<file path="config.mk">
export PLATFORM = sky130hd
export DESIGN_NAME = random_permutation_draw
export DESIGN_NICKNAME = d
export VERILOG_FILES = /design/src/design/rpd_pkg.sv /design/src/design/rpd_mod.sv /design/src/design/rpd_cell.sv /design/src/design/random_permutation_draw.sv
export VERILOG_INCLUDE_DIRS = /design/src /design/src/design
export SDC_FILE = /design/constraint.sdc
export NUM_CORES = 1
export LEC_CHECK = 0
export ABC_AREA = 1
export ABC_CLOCK_PERIOD_IN_PS = 4600
export BUFFER_PORTS_ARGS = -buffer_cell sky130_fd_sc_hd__buf_2
export CORE_ASPECT_RATIO = 0.9
export CORE_MARGIN = 1.5
export CORE_UTILIZATION = 58
export DETAILED_ROUTE_END_ITERATION = 12
export PLACE_DENSITY = 0.86
export SLEW_MARGIN = 5
export SYNTH_ARGS = -nofsm -noshare
export SYNTH_HDL_FRONTEND = slang
export SYNTH_HIERARCHICAL = 1
export SYNTH_SLANG_ARGS = --single-unit
</file>
<file path="constraint.sdc">
create_clock -name clk -period 4.6 [get_ports clk]
set_input_delay 0.46 -clock clk [delete_from_list [all_inputs] [get_ports clk]]
set_output_delay 0.46 -clock clk [all_outputs]
set_load 0.02 [all_outputs]
</file>
<file path="src/design/random_permutation_draw_defines.svh">
// Assertion macros for the random permutation draw block.
`ifndef RANDOM_PERMUTATION_DRAW_DEFINES_SVH
`define RANDOM_PERMUTATION_DRAW_DEFINES_SVH

`ifndef SYNTHESIS
`define RPD_ASSERT_IMP(lbl, ante, cons) \
  lbl: assert property (@(posedge clk) disable iff (rst) (ante) |-> (cons)) \
    else $error("rpd assertion failed");
`define RPD_ASSERT_NEXT(lbl, ante, cons) \
  lbl: assert property (@(posedge clk) disable iff (rst) (ante) |=> (cons)) \
    else $error("rpd assertion failed");
`else
`define RPD_ASSERT_IMP(lbl, ante, cons)
`define RPD_ASSERT_NEXT(lbl, ante, cons)
`endif

`endif

</file>
<file path="src/design/rpd_pkg.sv">
// Shared types and constants for the random permutation draw block.
package rpd_pkg;

  localparam int RND_W     = 16;
  localparam int STEP_W    = 4;
  localparam int OUT_ID_W  = 6;
  localparam int CFG_W     = 7;

  typedef enum logic [1:0] {
    ST_IDLE,
    ST_REFILL,
    ST_MOD,
    ST_PICK
  } rpd_state_t;

  typedef struct packed {
    logic refill;
    logic shift;
  } rpd_cell_ctrl_t;

endpackage

</file>
<file path="src/design/rpd_mod.sv">
// Bit-serial restoring remainder unit: random value modulo pool count.
module rpd_mod import rpd_pkg::*; #(
  parameter int CW  = 7,
  parameter int IDW = 6
) (
  input  logic             clk,
  input  logic             rst,
  input  logic             start,
  input  logic [RND_W-1:0] dividend,
  input  logic [CW-1:0]    divisor,
  output logic             done,
  output logic [IDW-1:0]   result
);

  logic              busy;
  logic [STEP_W-1:0] step;
  logic [RND_W-1:0]  rnd;
  logic [CW-1:0]     div;
  logic [CW-1:0]     rem;
  logic [CW:0]       trial;

  assign trial  = {rem, rnd[RND_W-1]};
  assign result = rem[IDW-1:0];

  always_ff @(posedge clk) begin
    if (rst) begin
      busy <= 1'b0;
      done <= 1'b0;
      step <= '0;
    end else begin
      done <= 1'b0;
      if (start) begin
        busy <= 1'b1;
        step <= '0;
      end else if (busy) begin
        step <= step + 1'b1;
        if (step == STEP_W'(RND_W - 1)) begin
          busy <= 1'b0;
          done <= 1'b1;
        end
      end
    end
  end

  always_ff @(posedge clk) begin
    if (start) begin
      rnd <= dividend;
      div <= divisor;
      rem <= '0;
    end else if (busy) begin
      rnd <= {rnd[RND_W-2:0], 1'b0};
      if (trial >= {1'b0, div}) begin
        rem <= CW'(trial - {1'b0, div});
      end else begin
        rem <= trial[CW-1:0];
      end
    end
  end

endmodule

</file>
<file path="src/design/rpd_cell.sv">
// One pool cell: holds an identifier, refills to its own index, takes its neighbor's on removal.
module rpd_cell import rpd_pkg::*; #(
  parameter int IDW   = 6,
  parameter int INDEX = 0
) (
  input  logic           clk,
  input  rpd_cell_ctrl_t ctrl,
  input  logic [IDW-1:0] slot,
  input  logic [IDW-1:0] next_id,
  output logic [IDW-1:0] id,
  output logic [IDW-1:0] sel_id
);

  localparam logic [IDW-1:0] MY_INDEX = IDW'(INDEX);

  assign sel_id = (slot == MY_INDEX) ? id : '0;

  always_ff @(posedge clk) begin
    if (ctrl.refill) begin
      id <= MY_INDEX;
    end else if (ctrl.shift && (MY_INDEX >= slot)) begin
      id <= next_id;
    end
  end

endmodule

</file>
<file path="src/design/random_permutation_draw.sv">
// Top level of the random permutation draw block.
//
// Deals a random permutation of identifiers 0 .. deck_size-1, one per input
// transfer. Slave stream: s_axis_tdata carries random_value, s_axis_tuser
// carries restart (refill the pool before this draw). Master stream:
// m_axis_tdata carries chosen_id, m_axis_tlast marks the draw that empties
// the pool. deck_size is written through cfg_we/cfg_wdata; the user must
// write it only while idle, as the block itself does not enforce it. It takes
// effect at the next refill (zero acts as 1, values above MAX_IDS saturate).
// Each draw runs the bit-serial remainder unit, latches the slot, then picks
// and shifts the cell row; when the pool is refilled, a refill of the cell
// row comes first. s_axis_tready stays low from the input transfer until the
// pick, so a new draw is not taken before the previous one is picked.
// The result sits in an output register; the next input transfer is taken
// while it waits. If the receiver stalls, the following draw holds in its
// pick step until the output register frees up.
// Reset sets deck_size to 52 and empties the pool, so the first draw refills;
// s_axis_tready is low while reset is held.
`include "random_permutation_draw_defines.svh"

module random_permutation_draw import rpd_pkg::*; #(
  parameter int MAX_IDS = 64
) (
  input  logic             clk,
  input  logic             rst,
  input  logic             cfg_we,
  input  logic [CFG_W-1:0] cfg_wdata,
  input  logic             s_axis_tvalid,
  output logic             s_axis_tready,
  input  logic [15:0]      s_axis_tdata,  // [15:0] random_value
  input  logic             s_axis_tuser,  // [0] restart
  output logic             m_axis_tvalid,
  input  logic             m_axis_tready,
  output logic [7:0]       m_axis_tdata,  // [5:0] chosen_id, [7:6] zero
  output logic             m_axis_tlast
);

  localparam int IDW = $clog2(MAX_IDS);
  localparam int CW  = $clog2(MAX_IDS + 1);
  localparam int EW  = (CW > CFG_W) ? CW : CFG_W;

  rpd_state_t       state, state_next;
  logic [CFG_W-1:0] deck_size;
  logic [CW-1:0]    remaining, remaining_next;
  logic [RND_W-1:0] rnd;
  logic [RND_W-1:0] mod_dividend;
  logic [EW-1:0]    deck_ext;
  logic [CW-1:0]    eff_size;
  logic             accept, need_refill, advance;
  logic             mod_start, mod_done;
  logic [CW-1:0]    mod_divisor;
  logic [IDW-1:0]   slot, mod_result;
  rpd_cell_ctrl_t   cell_ctrl;
  logic [IDW-1:0]   pool_id [MAX_IDS];
  logic [IDW-1:0]   pool_sel [MAX_IDS];
  logic [IDW-1:0]   picked;
  logic [IDW+OUT_ID_W-1:0] picked_wide;

  assign accept       = s_axis_tvalid && s_axis_tready;
  assign deck_ext     = EW'(deck_size);
  assign eff_size     = (deck_ext == '0) ? CW'(1) :
                        (deck_ext > EW'(MAX_IDS)) ? CW'(MAX_IDS) : CW'(deck_ext);
  assign need_refill  = s_axis_tuser || (remaining == '0);
  assign advance      = (state == ST_PICK) && (!m_axis_tvalid || m_axis_tready);
  assign mod_divisor  = (state == ST_REFILL) ? eff_size : remaining;
  assign mod_dividend = accept ? s_axis_tdata : rnd;

  always_ff @(posedge clk) begin
    if (rst) begin
      deck_size <= CFG_W'(52);
    end else if (cfg_we) begin
      deck_size <= cfg_wdata;
    end
  end

  always_ff @(posedge clk) begin
    if (rst) begin
      state     <= ST_IDLE;
      remaining <= '0;
    end else begin
      state     <= state_next;
      remaining <= remaining_next;
    end
  end

  always_comb begin
    state_next     = state;
    remaining_next = remaining;
    s_axis_tready  = 1'b0;
    mod_start      = 1'b0;
    cell_ctrl      = '0;
    unique case (state)
      ST_IDLE: begin
        s_axis_tready = !rst;
        if (accept) begin
          if (need_refill) begin
            state_next = ST_REFILL;
          end else begin
            mod_start  = 1'b1;
            state_next = ST_MOD;
          end
        end
      end
      ST_REFILL: begin
        cell_ctrl.refill = 1'b1;
        remaining_next   = eff_size;
        mod_start        = 1'b1;
        state_next       = ST_MOD;
      end
      ST_MOD: begin
        if (mod_done) begin
          state_next = ST_PICK;
        end
      end
      ST_PICK: begin
        if (advance) begin
          cell_ctrl.shift = 1'b1;
          remaining_next  = remaining - 1'b1;
          state_next      = ST_IDLE;
        end
      end
      default: state_next = ST_IDLE;
    endcase
  end

  always_ff @(posedge clk) begin
    if (accept) begin
      rnd <= s_axis_tdata;
    end
    if (mod_done) begin
      slot <= mod_result;
    end
  end

  rpd_mod #(
    .CW  (CW),
    .IDW (IDW)
  ) u_mod (
    .clk      (clk),
    .rst      (rst),
    .start    (mod_start),
    .dividend (mod_dividend),
    .divisor  (mod_divisor),
    .done     (mod_done),
    .result   (mod_result)
  );

  for (genvar i = 0; i < MAX_IDS; i++) begin : g_cell
    rpd_cell #(
      .IDW   (IDW),
      .INDEX (i)
    ) u_cell (
      .clk     (clk),
      .ctrl    (cell_ctrl),
      .slot    (slot),
      .next_id ((i == MAX_IDS - 1) ? pool_id[i] : pool_id[(i + 1) % MAX_IDS]),
      .id      (pool_id[i]),
      .sel_id  (pool_sel[i])
    );
  end

  always_comb begin
    picked = '0;
    for (int i = 0; i < MAX_IDS; i++) begin
      picked = picked | pool_sel[i];
    end
  end

  assign picked_wide = {{OUT_ID_W{1'b0}}, picked};

  always_ff @(posedge clk) begin
    if (rst) begin
      m_axis_tvalid <= 1'b0;
    end else if (advance) begin
      m_axis_tvalid <= 1'b1;
    end else if (m_axis_tready) begin
      m_axis_tvalid <= 1'b0;
    end
  end

  always_ff @(posedge clk) begin
    if (advance) begin
      m_axis_tdata <= {2'b00, picked_wide[OUT_ID_W-1:0]};
      m_axis_tlast <= (remaining == CW'(1));
    end
  end

  `RPD_ASSERT_IMP(a_remaining_range, 1'b1, remaining <= CW'(MAX_IDS))
  `RPD_ASSERT_IMP(a_slot_in_pool, mod_done, mod_result < remaining)
  `RPD_ASSERT_NEXT(a_pick_loads_output, advance, m_axis_tvalid && (state == ST_IDLE))
  `RPD_ASSERT_IMP(a_refill_on_restart, accept && s_axis_tuser, state_next == ST_REFILL)

endmodule

</file>
# ---- Word-level counts from Yosys, hierarchy flattened
# Cells that the tools add are included.
dict set report classes {
  n_mux 91
  magnitude_cmp 65
  eq_ne 71
  bitwise 64
  n_addsub 3
  n_reduce_logical 80
}
# operator n
set ops {}
lappend ops {{$mux W6} 64}
lappend ops {{$or A6 B6 Y6} 63}
lappend ops {{$eq A6 B6 Y1 const B} 32}
lappend ops {{$ge A6 B6 Y1 const A} 31}
lappend ops {{$eq A6 B5 Y1 const B} 16}
lappend ops {{$ge A5 B6 Y1 const A} 16}
lappend ops {{$logic_and A1 B1 Y1} 65}
lappend ops {{$eq A6 B4 Y1 const B} 8}
lappend ops {{$ge A4 B6 Y1 const A} 8}
lappend ops {{$mux W16} 3}
lappend ops {{$mux W7} 5}
lappend ops {{$eq A6 B3 Y1 const B} 4}
lappend ops {{$ge A3 B6 Y1 const A} 4}
lappend ops {{$logic_not A7 Y1} 2}
lappend ops {{$pmux W7 S2} 1}
lappend ops {{$eq A6 B2 Y1 const B} 2}
lappend ops {{$ge A1 B6 Y1 const A} 2}
lappend ops {{$ge A2 B6 Y1 const A} 2}
lappend ops {{$mux W1} 12}
lappend ops {{$ge A8 B7 Y1} 1}
lappend ops {{$mux W2} 4}
lappend ops {{$pmux W2 S4} 1}
lappend ops {{$eq A7 B1 Y1 const B} 1}
lappend ops {{$gt A7 B7 Y1 const B} 1}
lappend ops {{other kinds (20)} 26}
dict set report word_totals {
  output_inout_bits 11
  ff_bits 403
  in_bits 29
}

# ---- Longest topological paths before layout
dict set report depth {
  depth_word 65
  mapped_depth 14
  depth_no_buf 14
}

# ---- Worst setup path after synthesis
# No wires, ideal clock.
dict set report synth_timing {
  path_kind {reg2reg}
  from {reg slot[5]}
  to {reg m_axis_tdata[0], data pin}
  path_slack_ns -0.055
  path_buffers 0
  arrival_time_ns 4.400
  stages_incl_launch_ff 8
  required_ns 4.346
  cell_sequence {edfxtp_1 > inv_1 > nand4_2 > nor2_1 > nor4_1 > nand3b_1 > nor2_1 > nand2_1}
}
# item line_no
set synth_rtl {}
lappend synth_rtl {{from (decl)} random_permutation_draw.sv:52} ;# logic [IDW-1:0] slot, mod_result;
lappend synth_rtl {{from (signal assigned)} random_permutation_draw.sv:131} ;# slot <= mod_result;
lappend synth_rtl {{to (signal assigned)} random_permutation_draw.sv:183} ;# m_axis_tdata <= {2'b00, picked_wide[OUT_ID_W-1:0]};
lappend synth_rtl {{to (decl)} random_permutation_draw.sv:34} ;# output logic [7:0] m_axis_tdata,

==> impl_metrics.env <==
export IMPL_status="complete, no violations"
export IMPL_ys_async_sr_fraction_pct=0
export IMPL_fin_skew_ps=23.9
export IMPL_grt_pass1_vias=22600
export IMPL_grt_ovfl_total=0
export IMPL_seqCellArea_um2=9690
export IMPL_critPathKind="register to register"
export IMPL_numCtsBuffers=48
export IMPL_area_growth_synth_to_final_pct=8.57
export IMPL_fp_dieH_um=207
export IMPL_ys_seq_elements=466
export IMPL_hold_viol=0
export IMPL_power_density_nw_per_um2=501
export IMPL_fin_crit_ps=2860
export IMPL_port_buffers=37
export IMPL_start_util_pct=59.0
export IMPL_path_clk_slew_ps=60
export IMPL_rsz0062_at_grt="no"
export IMPL_drcViolationCount=0
export IMPL_worst_slack_ps=1740
export IMPL_ctsHtreeMaxLevel=2
export IMPL_synth_main_ff_cell="dfxtp_1"
export IMPL_clockPowerShare_pct=28.6
export IMPL_grt_use_met3_pct=3.94
export IMPL_drive_gt1_share_pct=11.6
export IMPL_ctsHoldBuffers=0
export IMPL_seqPwrFrac_pct=45.7
export IMPL_synth_top_cell_area_share_pct=32.1
export IMPL_worst_path_max_fanout=13
export IMPL_core_um2=45500
export IMPL_synth_edf_count=36
export IMPL_drtAntennaViolNets=0
export IMPL_cts_resized=0
export IMPL_postCtsSetupBuffers=0
export IMPL_die_area_um2=47500
export IMPL_yosysMostFrequentCell="inv_1"
export IMPL_wl_per_cell_um=13.9
export IMPL_first_pass_iters=6
export IMPL_die_w_um=230
export IMPL_p_leak_nw=15.4
export IMPL_grt_busiest_layer="met2"
export IMPL_use_met2_pct=44.6
export IMPL_yosysWarnings=6
export IMPL_multi_input_area_um2=13400
export IMPL_grt_pass1_wl_um=110000
export IMPL_crit_path_end_kind="register"
export IMPL_max_freq_ghz=0.350
export IMPL_fin_tns_setup_ps=0
export IMPL_p_int_mw=9.36
export IMPL_comb_power_share_pct=25.7
export IMPL_tightest_slew_ps=970
export IMPL_num_antenna_cells=0
export IMPL_synthCells=4056
export IMPL_cts_root_buf="clkbuf_16"
export IMPL_cts_tree="yes"
export IMPL_setup_viol=0
export IMPL_globalRouteTotalUtil_pct=27.5
export IMPL_critPathRequiredTime_ps=4980
export IMPL_power_switching_share_pct=35.8
export IMPL_drv_cap=0
export IMPL_met1_usage_pct=37.5
export IMPL_ir_drop_mv=0.437
export IMPL_netlist_area_um2=26800
export IMPL_synthTopCellsByCount="inv_1 (796), nor2_1 (791), nand2_1 (667)"
export IMPL_fin_crit_sh_pct=62.1
export IMPL_pre_cts_ws_ps=1780
export IMPL_grt_max_degree=121
export IMPL_syn_mean_instance_area_um2=6.61
export IMPL_slew_headroom_pct=35.4
export IMPL_ios=40
export IMPL_whs_ps=50.8
export IMPL_postRouteWirelength_um=65900
export IMPL_n_fill_cell=3933
export IMPL_hpwl_um=44500
export IMPL_startpoint_type="register"
export IMPL_critPathArrivalTime_ps=3230
export IMPL_worstSkewPairLatency_ps=620
export IMPL_vias_per_cell=5.27
export IMPL_fin_nets=4137
export IMPL_drv_slew=0
export IMPL_p_sw_mw=5.22
export IMPL_first_iter_violations=2165
export IMPL_yosysSeqAreaShare_pct=36.1
export IMPL_yosys_top_cells_area="dfxtp_1 (32%), inv_1 (11%), nor2_1 (11%)"
export IMPL_yosysUniqueCellTypes=57
export IMPL_cts_num_sinks=466
export IMPL_std_cell_rows=74
export IMPL_hold_path_class="input pin to register"
export IMPL_gp_congestion=0.929
export IMPL_via_count=25000
export IMPL_clockBufferDepth=3
export IMPL_antenna_found_initial=0
export IMPL_yosysTopAreaCell="dfxtp_1"
-- power by group through the flow --
stage                     Sequential (mW)  Combinational, mW  Clock, mW
after floorplan                      6.32               3.05          0
after global placement               6.65               3.55          0
after detailed placement             6.68               3.67          0
after CTS                            6.63               3.72       4.23
after global routing                 6.82               4.34       4.38
final                                6.67               3.75       4.17
-- metal layers --
| layer | vias up | routed length (µm) |
|---|---|---|
| met3 | 132 | 4610 |
| met5 | - | 0 |
| met4 | 0 | 1870 |
| met2 | 889 | 29700 |
| met1 | 11300 | 29800 |
| li1 | 12700 | - |
-- worst max-delay path, cell delays in order, from the launching register on --
cell      delay [ps]
edfxtp_1         850
buf_4            310
buf_4            280
inv_1             70
nand4_1          220
nor2_1            80
nor4_1           360
nand3b_1         210
nor2_1           160
nand2_1           60
-- cells in the final DEF (no fill, tap or decap), types with 50 or more instances in the layout --
master,n
a21oi_1,136
clkbuf_16,50
dfxtp_1,430
inv_1,795
nand2_1,667
nand2_2,70
nand3_1,531
nand4_1,98
nor2_1,791
nor2_2,87
-- cell type report --
type | instances | share of cell area, %
Timing Repair Buffer | 63 | 1.65
Tap cell | 608 | 2.61
Clock buffer | 66 | 4.78
Multi-Input combinational cell | 2693 | 46.0
Sequential cell | 466 | 33.3
Inverter | 820 | 10.7
Clock inverter | 21 | 1.03
-- through the flow --
stage | cells | utilization (%) | area [µm²] | total power [mW]
2_1_floorplan | 4057 | - | 26800 | 9.37
3_3_place_gp | 4650 | 60.3 | 27400 | 10.2
3_5_place_dp | 4650 | 60.3 | 27400 | 10.3
4_1_cts | 4737 | 64.0 | 29100 | 14.6
5_1_grt | 4737 | 64.0 | 29100 | 15.5
6_report | 4737 | 64.0 | 29100 | 14.6
-- cell families (layout without fill, tap and decap cells) --
logic type      count (synthesis)  after routing  synth area share, %
other cells                     1              2               0.0140
buf+inv                       898            970                 14.0
mux                            16             16                0.798
simple gates                 2466           2466                 44.2
fa+ha+maj                      16             16                0.775
flops                         466            466                 36.1
xor+xnor                        3              3               0.0980
compound gates                190            190                 3.93
-- registers in the layout, summed over array words and instances, names as in the netlist --
| signal | cells |
|---|---|
| u_mod/rem | 7 |
| u_mod/step | 4 |
| deck_ext | 7 |
| remaining | 7 |
| m_axis_tdata | 6 |
| slot | 6 |
| m_axis_tlast | 1 |
| u_mod/done | 1 |
| m_axis_tvalid | 1 |
| g_cell.u_cell/id | 384 |
| rnd | 16 |
| state | 2 |
| u_mod/rnd | 16 |
| u_mod/busy | 1 |
| u_mod/div | 7 |
-- path summary, 6_finish.rpt --
kind	startpoint	endpoint	slack [ps]	cells after the start
worst min register to register	rnd[10]$_DFF_P_	rnd[10]$_DFF_P_	470	1
worst max-delay path	slot[5]$_DFFE_PP_	m_axis_tdata[2]$_DFFE_PP_	1740	9
worst min-delay path	cfg_wdata[2]	deck_ext[2]$_SDFFE_PP1P_	50	3
worst max register to register	slot[5]$_DFFE_PP_	m_axis_tdata[2]$_DFFE_PP_	1740	9
No activity file was read; power rests on OpenSTA's default activity.
